<file path="src/design/ultrasonic_echo_ranger_defines.svh">
// Assertion macros shared by the ultrasonic echo ranger modules.
// No dependencies; expects clk and rst_n in the including scope.
`ifndef ULTRASONIC_ECHO_RANGER_DEFINES_SVH
`define ULTRASONIC_ECHO_RANGER_DEFINES_SVH

// Same-cycle implication, checked out of reset
`define URE_ASSERT_NOW(label, ante, cons, msg) \
  label: assert property (@(posedge clk) disable iff (!rst_n) (ante) |-> (cons)) \
    else $error(msg);

// Next-cycle implication, checked out of reset
`define URE_ASSERT_NEXT(label, ante, cons, msg) \
  label: assert property (@(posedge clk) disable iff (!rst_n) (ante) |=> (cons)) \
    else $error(msg);

`endif

</file>
<file path="src/design/ure_pkg.sv">
// Shared types and constants for the ultrasonic echo ranger.
// No dependencies.
`timescale 1ns / 1ps

package ure_pkg;

  // Field widths
  localparam int DUR_W    = 16;
  localparam int FILT_W   = 17;
  localparam int DIST_W   = 19;
  localparam int PERIOD_W = 16;
  localparam int SCHED_W  = 8;

  // Configuration port
  localparam int CFG_ADDR_W = 2;
  localparam int CFG_DATA_W = 16;
  localparam logic [CFG_ADDR_W-1:0] CFG_TIMER_PERIOD = 2'd0;
  localparam logic [CFG_ADDR_W-1:0] CFG_PULSE_SCHED  = 2'd1;
  localparam logic [CFG_ADDR_W-1:0] CFG_TRIG_WIDTH   = 2'd2;

  // Register reset values
  localparam logic [PERIOD_W-1:0] TIMER_PERIOD_RST = 16'd10000;
  localparam logic [SCHED_W-1:0]  PULSE_SCHED_RST  = 8'd5;
  localparam logic [SCHED_W-1:0]  TRIG_WIDTH_RST   = 8'd10;

  // Duration saturation limit in microseconds
  localparam logic [DUR_W-1:0] DUR_MAX = 16'hFFFF;

  // Distance = floor(D * 32000 / 7347) in 1/256 cm
  localparam int PROD_W  = 31;
  localparam int RECIP_W = 32;
  localparam int RECIP_SHIFT = 44;
  localparam int REM_W   = 32;
  localparam logic [14:0]        DIST_NUM   = 15'd32000;
  localparam logic [12:0]        DIST_DEN   = 13'd7347;
  // floor(2^44 / 7347); estimate is low by at most one
  localparam logic [RECIP_W-1:0] DIST_RECIP = 32'd2394472035;

  // Per-stage load enables of the distance pipeline
  typedef struct packed {
    logic s1;
    logic s2;
    logic s3;
    logic s4;
  } pipe_en_t;

endpackage

</file>
<file path="src/design/ure_chan.sv">
// One echo channel: edge capture, pulse duration and half-weight average.
// Depends on ure_pkg.
`timescale 1ns / 1ps

module ure_chan import ure_pkg::*; #(
  parameter int TIME_WIDTH = 32
) (
  input  logic                  clk,
  input  logic                  rst_n,
  input  logic                  step,
  input  logic                  echo,
  input  logic [TIME_WIDTH-1:0] usec,
  output logic [DUR_W-1:0]      dur_avg,
  output logic                  fresh
);

  logic                  prev_r;
  logic                  loaded_r;
  logic [TIME_WIDTH-1:0] start_r, start_nxt;
  logic [FILT_W-1:0]     filt_r, filt_nxt;
  logic [TIME_WIDTH-1:0] span;
  logic [DUR_W-1:0]      dur;
  logic [FILT_W:0]       sum;
  logic                  rise;

  // Edge detect, duration and filter update
  always_comb begin
    rise  = echo && !prev_r;
    fresh = !echo && prev_r;
    span  = usec - start_r;
    dur   = (span > TIME_WIDTH'(DUR_MAX)) ? DUR_MAX : span[DUR_W-1:0];
    sum   = {1'b0, filt_r} + {1'b0, dur, 1'b0};
    start_nxt = rise ? usec : start_r;
    filt_nxt  = filt_r;
    if (fresh) begin
      filt_nxt = loaded_r ? sum[FILT_W:1] : {dur, 1'b0};
    end
    dur_avg = filt_nxt[FILT_W-1:1];
  end

  always_ff @(posedge clk) begin
    if (!rst_n) begin
      prev_r   <= 1'b0;
      loaded_r <= 1'b0;
      start_r  <= '0;
      filt_r   <= '0;
    end else if (step) begin
      prev_r   <= echo;
      loaded_r <= loaded_r || fresh;
      start_r  <= start_nxt;
      filt_r   <= filt_nxt;
    end
  end

endmodule

</file>
<file path="config.mk">
export PLATFORM = sky130hd
export DESIGN_NAME = ure_chan
export DESIGN_NICKNAME = d
export VERILOG_FILES = /design/src/design/ultrasonic_echo_ranger_defines.svh /design/src/design/ure_pkg.sv /design/src/design/ure_chan.sv
export SDC_FILE = /design/constraint.sdc
export NUM_CORES = 1
export LEC_CHECK = 0
export BUFFER_PORTS_ARGS = -buffer_cell sky130_fd_sc_hd__buf_4
export CORE_MARGIN = 1.5
export CORE_UTILIZATION = 65
export CTS_CLUSTER_DIAMETER = 120
export DETAILED_ROUTE_END_ITERATION = 12
export PLACE_DENSITY = 0.87
export SYNTH_ARGS = -nofsm -noshare
export SYNTH_HDL_FRONTEND = slang
export SYNTH_SLANG_ARGS = --single-unit
</file>
<file path="constraint.sdc">
create_clock -name clk -period 10.2 [get_ports clk]
set_clock_uncertainty 0.15 [all_clocks]
set_input_delay 1.02 -clock clk [delete_from_list [all_inputs] [get_ports clk]]
set_output_delay 1.02 -clock clk [all_outputs]
set_load 0.005 [all_outputs]
</file>
[Word level (Yosys, flattened, before mapping)]
Index checks and enable logic that the tools add are counted.
Storage, ports and cells
  flip-flop bits (word level): 51
  latch bits: 0
  RAM bits: 0
  memory bits (read-only): 0
  bits of input ports: 36
  output and inout bits: 17
  word-level logic and storage cells: 18
  memories: 0
Cells by class
  add/sub/neg operators: 2
  multipliers: 0
  div/mod/pow operators: 0
  order comparisons: 1
  eq/ne operators: 0
  shifts and indexed selects: 0
  mux-type cells: 3
  bitwise gates (word level): 0
  reductions and logical operators: 7
Operators with widths (number)
  $mux 17: 2
  $gt 32x16->1 const B: 1
  $sub 32x32->32: 1
  $add 17x17->18: 1
  $mux 16: 1
  $reduce_and 2->1: 2
  $logic_and 1x1->1: 2
  $logic_not 1->1: 2
  $logic_or 1x1->1: 1

[Depth between registers and ports, before layout]
Gate-level depths: netlist of the first run.
  word-level depth: 6
  depth in mapped cells: 25
  depth with buffers taken out: 24

[Least setup slack after synthesis of the first run]
OpenSTA, ideal clock, no wires.
  kind: in2out
  from: input port usec[0]
  to: output port dur_avg[14]
  data arrival time: 5.889 ns
  required time: 9.030 ns
  path slack: 3.141 ns
  cell stages on the path: 23
  buffers on the path: 1
  cells stage by stage: inv_1 -> ha_1 -> fa_1 -> nand2b_1 -> a21oi_1 -> o21a_1 -> o211ai_2 -> a21o_2 -> mux2i_1 -> or3_1 -> nor4_2 -> buf_2 -> nand2_1 -> ha_1 -> a21oi_1 -> o21ai_0 -> a221o_1 -> a21o_1 -> a21oi_1 -> nand2b_1 -> o21ai_1 -> mux2_2 -> a31oi_1
Between the ends
  cells in the longest elaborated chain, start to end: 6
RTL lines
  start, declared: line ure_chan.sv:12  | input logic [TIME_WIDTH-1:0] usec,
  $sub 32x32->32 (*): line ure_chan.sv:30  | span = usec - start_r;
  $gt 32x16->1: line ure_chan.sv:31  | dur = (span > TIME_WIDTH'(DUR_MAX)) ? DUR_MAX : span[DUR_W-1:0];
  $mux 16 (*): line ure_chan.sv:31
  $add 17x17->18: line ure_chan.sv:32  | sum = {1'b0, filt_r} + {1'b0, dur, 1'b0};
  $mux 17 (*): line ure_chan.sv:36  | filt_nxt = loaded_r ? sum[FILT_W:1] : {dur, 1'b0};
  $mux 17 (*): line ure_chan.sv:35  | if (fresh) begin
  end, declared: line ure_chan.sv:13  | output logic [DUR_W-1:0] dur_avg,
Mark *: on every way between the ends. The rest lies on a longest branch, timed or not.

[Worst setup path after layout of the first run]
Ends and elaborated chain as after synthesis.

==> results of run 1 <==
==> per-layer routing <==
| metal | vias to the layer above | GRT usage [%] |
|---|---|---|
| met1 | 2459 | 37.71 |
| met5 | - | 0 |
| met4 | 0 | 11.62 |
| met2 | 186 | 58.39 |
| met3 | 43 | 4.433 |
| li1 | 2663 | - |
==> cell families (layout without fill, tap and decap cells) <==
family | after synthesis | in the layout
AND/OR/NAND/NOR | 266 | 266
AO/OA/AOI/OAI | 253 | 253
buffers and inverters | 83 | 108
adder cells (fa/ha/maj) | 50 | 50
flip-flops | 50 | 50
XOR/XNOR | 25 | 25
multiplexers | 12 | 12
==> per-stage QoR <==
step	worst slack, ns	area, µm²	cells
4_1_cts	1.825	5741	866
6_report	1.759	5741	866
3_5_place_dp	1.848	5598	858
3_3_place_gp	2.149	5598	858
5_1_grt	1.263	5741	866
2_1_floorplan	3.141	5220	739
==> cell usage in the layout, fill, tap and decap left out, types with 11 or more instances in the layout <==
cell,synthesis,final
a21boi_0,23,23
a21o_1,17,17
a21oi_1,70,70
buf_4,2,55
dfxtp_1,50,50
ha_1,48,48
inv_1,45,45
nand2_1,139,139
nand2b_1,12,12
nand3_1,20,20
nand4_1,12,12
nor2_1,35,35
o21ai_0,56,56
o21ai_1,12,12
xnor2_1,11,11
xor2_1,14,14
==> power breakdown <==
part           internal (mW)  total (mW)  switching [mW]
clock network          0.105       0.178          0.0734
logic                 0.0934       0.227           0.133
registers              0.203       0.208         0.00479
total                  0.401       0.613           0.211
==> flip-flops by register name (all words and copies together), names as in the netlist <==
register / cells
loaded_r: 1
prev_r: 1
filt_r: 16
start_r: 32
==> worst max-delay path by stage <==
stage               startpoint           to  slack [ns]  cells past startpoint
floorplan              usec[0]  dur_avg[14]        3.14                     23
global placement       usec[0]  dur_avg[13]        2.15                     26
detailed placement     usec[0]  dur_avg[13]        1.85                     26
CTS                    usec[0]  dur_avg[13]        1.82                     26
global route           usec[0]  dur_avg[13]        1.26                     26
finish                 usec[0]  dur_avg[14]        1.76                     24
==> worst max-delay path: stages <==
cell	delay (ns)
buf_4	0.08
inv_1	0.03
ha_1	0.22
fa_1	0.41
nand2b_1	0.19
a21oi_1	0.18
o21a_1	0.29
a211oi_2	0.14
a21oi_1	0.26
mux2i_1	0.25
o2111ai_1	0.29
nor4_4	1.07
o21ai_0	0.37
ha_1	0.46
nand2_1	0.11
o21ai_0	0.12
a221o_1	0.41
a21o_1	0.19
a21oi_1	0.31
nand2b_1	0.16
o21ai_1	0.08
mux2_2	0.32
a31oi_1	0.17
buf_4	0.13
==> area by class of cell <==
| type | count | area, µm² | share of cell area (%) |
|---|---|---|---|
| multi-input cells | 606 | 3887 | 67.72 |
| flip-flops and latches | 50 | 1001 | 17.44 |
| repair buffers | 55 | 412.9 | 7.193 |
| inverters | 45 | 168.9 | 2.942 |
| well taps | 102 | 127.6 | 2.223 |
| clock buffers | 6 | 82.58 | 1.439 |
| clock inverters | 2 | 60.06 | 1.046 |
==> metrics.csv, run 1 <==
stage;metric;value;unit
run_status;status;completed;
yosys;yosysMostFrequentCell;nand2_1;
detailed_routing;routed-wl-met2;6.618;mm
finish;finalNetCount;849;
clock_tree;clk_path_buf_depth;2;
detailed_routing;route.detailed.drc;0;
clock_tree;cts_tree;yes;
worst_setup_path;arrival;7.27;ns
global_routing;grt_max_degree;42;
worst_setup_path;r2r-end;filt_r[15]$_SDFFE_PN0P_;
yosys;synth.largest_area_cell;dfxtp_1;
place;routabilityCongestion;0.9517;
yosys;yosysWarnings;0;
place;portBuffers;52;
sta;hold_viol_final;0;
yosys;ys_ff_latch;50;
power;powerDensity;106.7;nW/µm²
yosys;synthAdderAreaFrac;12.27;%
yosys;ys_top_cells_by_area;dfxtp_1 (19%), ha_1 (12%), nand2_1 (10%);
floorplanning;ioPinCount;53;
worst_setup_path;rrSetupSlack;3.69;ns
clock_tree;clk_pin_slew;0.09;ns
sta;drv_slew;0;
finish;drive_gt1_share;11.78;%
worst_setup_path;cp.required;9.03;ns
detailed_routing;totalWireLength;13.27;mm
finish;n_fill_cell;675;
sta;setup_viol;0;
worst_setup_path;r2r-start;start_r[0]$_SDFFE_PN0P_;
finish;syn_to_final_growth;9.971;%
clock_tree;cts_hold_repair.buffers;0;
global_routing;grt_pass1_vias;5084;
global_routing;track_usage;31.95;%
sta;fin_tns_setup;0;ns
detailed_routing;wl_met1;5.524;mm
yosys;yosys.area_share.simple;23.85;%
detailed_routing;ant_nets;0;
detailed_routing;dr.pass1.iters;6;
power;ir_worst_vdd;66.01;µV
yosys;synth.top_cell.area_share;19.18;%
detailed_routing;highest_layer;met4;
min_path;worstHoldEndpoint;start_r[5]$_SDFFE_PN0P_;
floorplanning;die_x;92.62;µm
yosys;synth_edf_count;0;
sta;timing.hold.ws;0.3094;ns
yosys;synthCells;739;
sta;max_freq;0.1185;GHz
clock_tree;clk_latency;0.32;ns
yosys;synth.distinct_cells;75;
worst_setup_path;cp_max_fo;25;
global_routing;antenna_found_initial;0;
power;power;612.6;µW
worst_setup_path;worst-setup-path-type;in2out;
floorplanning;dieArea;8578;µm²
yosys;synth_nets;825;
finish;fin_util;73.90;%
yosys;synth_area_per_cell;7.064;µm²
yosys;synth_top_family_by_area;compound AO/OA/AOI/OAI gates;
sta;post-route-min-period;8.441;ns
power;p_leak;2.373;nW
clock_tree;cts_resized;0;
yosys;yosysSeqAreaShare;19.18;%
yosys;synth_ff_type;dfxtp_1;
floorplanning;coreArea;7767;µm²
detailed_routing;vias;5351;
worst_setup_path;worstSetupEndpointType;output port;
clock_tree;cts_made_buffers;5;
sta;post-route-period-util;82.76;%
yosys;synth-compound-area-share;31.59;%
floorplanning;die_h;92.62;µm
worst_setup_path;start_kind;primary input;
detailed_routing;wire_per_inst;15.32;µm
yosys;synthArstFlopShare;0;%
worst_setup_path;r2r_cells;21;
clock_tree;cts_max_level;2;
clock_tree;cts_num_sinks;50;
floorplanning;row_count;32;
yosys;synth_mux_area_share;2.397;%
place;dpl.hpwl;10.12;mm
yosys;synth.top_cells.by_count;nand2_1 (139), a21oi_1 (70), o21ai_0 (56), dfxtp_1 (50), ha_1 (48);
yosys;synth_area;5220;µm²
finish;antennaDiodeCount;0;
global_routing;grt_pass1_wl;22.62;mm
yosys;synth-xor-area-share;4.195;%
sta;rsz0062_at_grt;no;
run;drv_cap;0;
min_path;hold_path.startpoint;start_r[5]$_SDFFE_PN0P_;
clock_tree;cts-root-buf;clkbuf_8;
global_routing;overflow;0;
min_path;hold_path.class;reg2reg;
sta;worstMarginPinSlew;1.178;ns
floorplanning;start_util;67.20;%
detailed_routing;vias_per_cell;6.179;
detailed_routing;dr_wl_met3;736;µm
min_path;holdPathStages;2;
detailed_routing;drt-initial-drc-count;330;
sta;slew_headroom;20.86;%
clock_tree;post-cts-setup-buffer-count;0;
Note: power is estimated with default switching activity, not from simulation.
==> run 2: changes to the inputs <==
--- a/config.mk
+++ b/config.mk
@@ -7,10 +7,10 @@
 export LEC_CHECK = 0
 export BUFFER_PORTS_ARGS = -buffer_cell sky130_fd_sc_hd__buf_4
 export CORE_MARGIN = 1.5
-export CORE_UTILIZATION = 65
+export CORE_UTILIZATION = 55
 export CTS_CLUSTER_DIAMETER = 120
 export DETAILED_ROUTE_END_ITERATION = 12
-export PLACE_DENSITY = 0.87
+export PLACE_DENSITY = 0.78
 export SYNTH_ARGS = -nofsm -noshare
 export SYNTH_HDL_FRONTEND = slang
 export SYNTH_SLANG_ARGS = --single-unit
==> constraint.sdc (replaced) <==
create_clock -name clk -period 7.5 [get_ports clk]
set_clock_uncertainty 0.15 [all_clocks]
set_input_delay 0.75 -clock clk [delete_from_list [all_inputs] [get_ports clk]]
set_output_delay 0.75 -clock clk [all_outputs]
set_load 0.005 [all_outputs]
==> metrics.csv, run 2 (synthesis results as in run 1) <==
stage;metric;value;unit
finish;syn_to_final_growth;9.899;%
power;power;757.9;µW
worst_setup_path;arrival;6.16;ns
place;place_inst;886;
min_path;worstHoldEndpoint;start_r[10]$_SDFFE_PN0P_;
finish;top_register;start_r;
power;clkPwrFrac;22.1;%
sta;setup_viol;0;
worst_setup_path;rrSetupSlack;1.75;ns
run;drv_cap;0;
min_path;hold_path.startpoint;start_r[10]$_SDFFE_PN0P_;
finish;final-seq-area;1001;µm²
worst_setup_path;r2r_cells;24;
sta;slew_headroom;29.65;%
clock_tree;cts_num_sinks;50;
sta;fin_tns_setup;0;ns
power;swShare;38.08;%
min_path;hold_path.class;reg2reg;
sta;drv_slew;0;
finish;largest_reg_flops;32;
finish;mostFrequentLayoutCells;nand2_1 (139), a21oi_1 (70), buf_4 (57);
floorplanning;row_count;35;
floorplanning;die_x;100.4;µm
detailed_routing;ant_nets;0;
place;place_ws;0.3844;ns
place;dpl.hpwl;10.27;mm
finish;finalNetCount;851;
clock_tree;clk_path_buf_depth;2;
power;combPwrFrac;40.6;%
worst_setup_path;worst-setup-path-type;in2out;
power;ir_worst_vdd;69.22;µV
detailed_routing;drt-initial-drc-count;271;
finish;antennaDiodeCount;0;
floorplanning;die_h;100.4;µm
finish;drive_gt1_share;12.01;%
clock_tree;clk_latency;0.32;ns
floorplanning;start_util;56.49;%
finish;n_fill_cell;867;
detailed_routing;wire_per_inst;14.88;µm
sta;max_freq;0.1417;GHz
detailed_routing;vias_per_cell;5.944;
detailed_routing;totalWireLength;13.31;mm
worst_setup_path;cp_max_fo;18;
finish;multi_input_area;3887;µm²
power;seqPwrFrac;37.3;%
min_path;holdPathStages;2;
clock_tree;cts-root-buf;clkbuf_8;
place;routabilityCongestion;0.9447;
run_status;status;completed;
clock_tree;cts_resized;0;
worst_setup_path;critPathTopFamily;compound AO/OA/AOI/OAI gates;
global_routing;grt_pass1_wl;22.69;mm
clock_tree;cts_made_buffers;5;
sta;worstMarginPinSlew;1.055;ns
sta;post-route-min-period;7.058;ns
sta;post-route-period-util;94.11;%
clock_tree;cts_tree;yes;
sta;worst_slack;0.4420;ns
detailed_routing;route.detailed.drc;0;
global_routing;grt_max_degree;42;
detailed_routing;vias;5320;
global_routing;track_usage;27.36;%
global_routing;antenna_found_initial;0;
worst_setup_path;cp.required;6.60;ns
global_routing;overflow;0;
power;p_leak;2.357;nW
worst_setup_path;cp.buffers_inverters;4;
finish;largestRegisters;start_r (32), filt_r (16);
worst_setup_path;r2r-end;filt_r[13]$_SDFFE_PN0P_;
power;p_switching;288.6;µW
finish;layout_commonest_cell;nand2_1;
worst_setup_path;cp_slowest_stage_delay;0.43;ns
power;p_int;469.3;µW
finish;stdcell_count;895;
place;portBuffers;52;
sta;hold_viol_final;0;
detailed_routing;dr.pass1.iters;7;
worst_setup_path;worstSetupEndpointType;output port;
floorplanning;ioPinCount;53;
worst_setup_path;r2r-start;start_r[25]$_SDFFE_PN0P_;
worst_setup_path;crit_slowest_cell;a221o_1;
power;powerDensity;132.1;nW/µm²
global_routing;grt_pass1_vias;5036;
clock_tree;clk_pin_slew;0.10;ns
floorplanning;dieArea;10080;µm²
worst_setup_path;crit_chain;buf_4, ha_1, a21oi_1, o21ai_1, a21oi_1, o2111ai_1, or3b_1, a211oi_1, nand4_1, nor4_4, buf_4, buf_4, nand2_1, ha_1, a21oi_1, o21ai_0, a221o_1, a21o_1, a21oi_1, nand2b_1, o21ai_1, mux2_2, a31oi_1, buf_4;
floorplanning;coreArea;9240;µm²
sta;rsz0062_at_grt;no;
worst_setup_path;start_kind;primary input;
clock_tree;cts_max_level;2;
-- run 2: cell types whose count changed in the layout (fill, tap and decap cells not counted), sizes merged --
cell,previous run,this run
clkinvlp,0,1
clkbuf,6,5
bufinv,2,0
buf,55,57
clkinv,0,2
-- run 2: timing repair --
item | 4_1_cts | 5_1_grt
endpoints found under the setup margin | 0 | 4
hold buffers | 0 | 0
hold endpoints to repair | 0 | 0
setup buffers | 0 | 1
-- run 2: final cells by class --
cell class                      count  area share [%]
Tap cell                          129           2.814
Clock inverter                      3          0.3708
Inverter                           45           2.944
Multi-Input combinational cell    606           67.76
Timing Repair Buffer               57           7.459
Sequential cell                    50           17.45
Clock buffer                        5           1.200
-- run 2: worst max path at each step --
stage | from | slack (ns) | depth (start not counted) | end
floorplan | usec[0] | 0.98 | 23 | dur_avg[14]
global placement | usec[0] | 0.50 | 26 | dur_avg[13]
detailed placement | usec[0] | 0.38 | 25 | dur_avg[14]
CTS | usec[0] | 0.38 | 25 | dur_avg[14]
global route | usec[25] | 0.05 | 24 | dur_avg[14]
finish | usec[25] | 0.44 | 24 | dur_avg[14]
-- run 2: worst min-delay path, cell delays in order (launching register included) --
cell and delay, ns:
dfxtp_1 0.32, nand2_1 0.05, a21oi_1 0.05
-- run 2: layer usage --
| metal | up-vias | GRT usage (%) | routed length, µm |
|---|---|---|---|
| met1 | 2441 | 33.76 | 5884 |
| met5 | - | 0 | 0 |
| met2 | 180 | 49.45 | 6554 |
| met4 | 0 | 8.992 | 248 |
| li1 | 2673 | - | - |
| met3 | 26 | 3.064 | 626 |
-- run 2: stage by stage --
step	utilization [%]	instance area (µm²)	hold slack, ns
5_1_grt	62.09	5737	0.3318
3_5_place_dp	61.03	5639	0.2980
4_1_cts	62.00	5729	0.3129
6_report	62.09	5737	0.3117
3_3_place_gp	61.03	5639	0.2929
2_1_floorplan	-	5220	0.2863
-- run 2: power groups by stage --
stage	Combinational, mW	Sequential (mW)	Clock (mW)
after CTS	0.305	0.283	0.172
final	0.307	0.283	0.167
after detailed placement	0.303	0.289	0
after floorplan	0.226	0.287	0
after global routing	0.341	0.284	0.181
after global placement	0.296	0.289	0
==> run 3: changes to the inputs <==
--- a/config.mk
+++ b/config.mk
@@ -5,12 +5,13 @@
 export SDC_FILE = /design/constraint.sdc
 export NUM_CORES = 1
 export LEC_CHECK = 0
+export ABC_AREA = 1
 export BUFFER_PORTS_ARGS = -buffer_cell sky130_fd_sc_hd__buf_4
 export CORE_MARGIN = 1.5
-export CORE_UTILIZATION = 55
+export CORE_UTILIZATION = 45
 export CTS_CLUSTER_DIAMETER = 120
 export DETAILED_ROUTE_END_ITERATION = 12
-export PLACE_DENSITY = 0.78
+export PLACE_DENSITY = 0.66
 export SYNTH_ARGS = -nofsm -noshare
 export SYNTH_HDL_FRONTEND = slang
 export SYNTH_SLANG_ARGS = --single-unit
==> metrics.csv, run 3 <==
stage;metric;value;unit
yosys;ys_top_cells_by_area;nand2_1 (23%), dfxtp_1 (18%), inv_1 (13%);
finish;largest_reg_flops;32;
finish;top_register;start_r;
detailed_routing;ant_nets;0;
run_status;status;completed;
power;ir_worst_vdd;94.42;µV
floorplanning;dieArea;12930;µm²
finish;drive_gt1_share;6.549;%
power;powerDensity;151.7;nW/µm²
min_path;hold_path.startpoint;start_r[21]$_SDFFE_PN0P_;
floorplanning;coreArea;11960;µm²
sta;fin_tns_setup;0;ns
min_path;hold_path.class;reg2reg;
worst_setup_path;cp_slowest_stage_delay;0.47;ns
global_routing;grt_pass1_wl;25.20;mm
finish;largestRegisters;start_r (32), filt_r (16);
place;routabilityCongestion;1.023;
worst_setup_path;cp_max_fo;9;
floorplanning;row_count;40;
power;power;941.3;µW
min_path;holdPathStages;2;
worst_setup_path;worstSetupEndpointType;output port;
worst_setup_path;cp.depth;32;
clock_tree;cts_hold_repair.buffers;0;
worst_setup_path;critPathTopFamily;compound AO/OA/AOI/OAI gates;
clock_tree;cts_tree;yes;
worst_setup_path;cp.buffers_inverters;4;
sta;slew_headroom;58.03;%
sta;post-route-period-util;90.57;%
global_routing;track_usage;24.20;%
sta;setup_viol;0;
clock_tree;cts-root-buf;clkbuf_16;
yosys;synth_area_per_cell;5.634;µm²
yosys;synth.top_cell.area_share;23.00;%
clock_tree;cts_num_sinks;50;
clock_tree;cts_made_buffers;5;
worst_setup_path;startpoint;usec[0];
detailed_routing;vias_per_cell;5.000;
yosys;synth_ff_type;dfxtp_1;
min_path;worstHoldEndpoint;start_r[21]$_SDFFE_PN0P_;
run;drv_cap;0;
finish;antennaDiodeCount;0;
detailed_routing;vias;5850;
clock_tree;clk_path_buf_depth;2;
detailed_routing;route.detailed.drc;0;
clock_tree;cts_max_level;2;
sta;max_freq;0.1472;GHz
global_routing;grt_pass1_vias;5331;
clock_tree;clk_latency;0.30;ns
floorplanning;start_util;46.11;%
worst_setup_path;start_kind;primary input;
sta;post-route-min-period;6.793;ns
worst_setup_path;rrSetupSlack;1.94;ns
yosys;yosysWarnings;0;
worst_setup_path;crit_slowest_cell;fa_1;
power;p_leak;3.393;nW
worst_setup_path;worst-setup-path-type;in2out;
yosys;synth_area;5515;µm²
yosys;ys_ff_latch;50;
sta;timing.hold.ws;0.3047;ns
clock_tree;clk_pin_slew;0.07;ns
yosys;synthArstFlopShare;0;%
sta;rsz0062_at_grt;no;
global_routing;grt_max_degree;60;
finish;final_area;6203;µm²
place;portBuffers;52;
detailed_routing;totalWireLength;14.97;mm
worst_setup_path;arrival;5.89;ns
yosys;synth.distinct_cells;36;
floorplanning;die_h;113.7;µm
yosys;synthCells;979;
worst_setup_path;crit_top_cell;nand2_1;
worst_setup_path;r2r_cells;30;
detailed_routing;dr.pass1.iters;6;
detailed_routing;wire_per_inst;12.80;µm
yosys;yosysSeqAreaShare;18.15;%
finish;mostFrequentLayoutCells;nand2_1 (338), inv_1 (185), a21oi_1 (89);
floorplanning;die_x;113.7;µm
yosys;synth.largest_area_cell;nand2_1;
global_routing;antenna_found_initial;0;
yosys;yosysMostFrequentCell;nand2_1;
global_routing;overflow;0;
sta;drv_slew;0;
sta;hold_viol_final;0;
worst_setup_path;r2r-start;start_r[0]$_SDFFE_PN0P_;
floorplanning;ioPinCount;53;
yosys;synth.top_cells.by_count;nand2_1 (338), inv_1 (185), a21oi_1 (89), nor2_1 (57), o21ai_0 (57);
place;placed_area;6037;µm²
yosys;synth_nets;1065;
detailed_routing;drt-initial-drc-count;452;
sta;worstMarginPinSlew;0.6287;ns
finish;finalNetCount;1108;
worst_setup_path;r2r-end;filt_r[14]$_SDFFE_PN0P_;
clock_tree;cts_resized;0;
yosys;synth_edf_count;0;
finish;syn_to_final_growth;12.48;%
worst_setup_path;cp.required;6.60;ns
finish;layout_commonest_cell;nand2_1;
clock_tree;post-cts-setup-buffer-count;0;
place;dpl.hpwl;12.18;mm
finish;fin_util;51.86;%
==> run 3: tightest hold or removal path, delay by kind of cell, from the launching register on <==
family / cells / cell delay, ns
flip-flops: 1 / 0.30
AO/OA/AOI/OAI: 1 / 0.05
buffers and inverters: 1 / 0.06
==> run 3: kinds of logic after synthesis <==
| family | Yosys count | synth area share, % |
|---|---|---|
| AND/OR/NAND/NOR | 476 | 35.59 |
| XOR/XNOR | 26 | 4.129 |
| flip-flops | 50 | 18.15 |
| adder cells (fa/ha/maj) | 50 | 11.62 |
| buffers and inverters | 206 | 14.02 |
| AO/OA/AOI/OAI | 171 | 16.49 |
==> run 3: worst max path at each step <==
stage	end	slack (ns)
after floorplan	dur_avg[13]	1.55
after CTS	dur_avg[13]	0.73
after detailed placement	dur_avg[13]	0.74
final	dur_avg[13]	0.71
after global routing	dur_avg[13]	0.15
after global placement	dur_avg[13]	0.84
==> run 3: layout make-up <==
type | instances | area [µm²]
Fill cell | 1303 | 5758
Multi-Input combinational cell | 723 | 3741
Sequential cell | 50 | 1001
Inverter | 188 | 705.7
Timing Repair Buffer | 54 | 405.4
Tap cell | 147 | 183.9
Clock buffer | 6 | 128.9
Clock inverter | 2 | 37.54
==> run 3: per-layer routing <==
metal / GRT usage [%] / routed length [µm] / vias up
li1: - / - / 3163
met1: 32.88 / 7334 / 2527
met2: 40.04 / 6693 / 137
met3: 2.976 / 609 / 23
met4: 7.667 / 335 / 0
met5: 0 / 0 / -
==> run 3: where the power goes <==
part           switching (mW)  total (mW)  internal, mW
Combinational           0.248       0.387         0.139
Sequential            0.00637       0.286         0.280
Clock                   0.110       0.268         0.158
==> run 3: stage by stage <==
stage,std cells,worst slack [ns]
2_1_floorplan,979,1.547
3_3_place_gp,1162,0.8421
3_5_place_dp,1162,0.7392
4_1_cts,1170,0.7302
5_1_grt,1170,0.1541
6_report,1170,0.7070
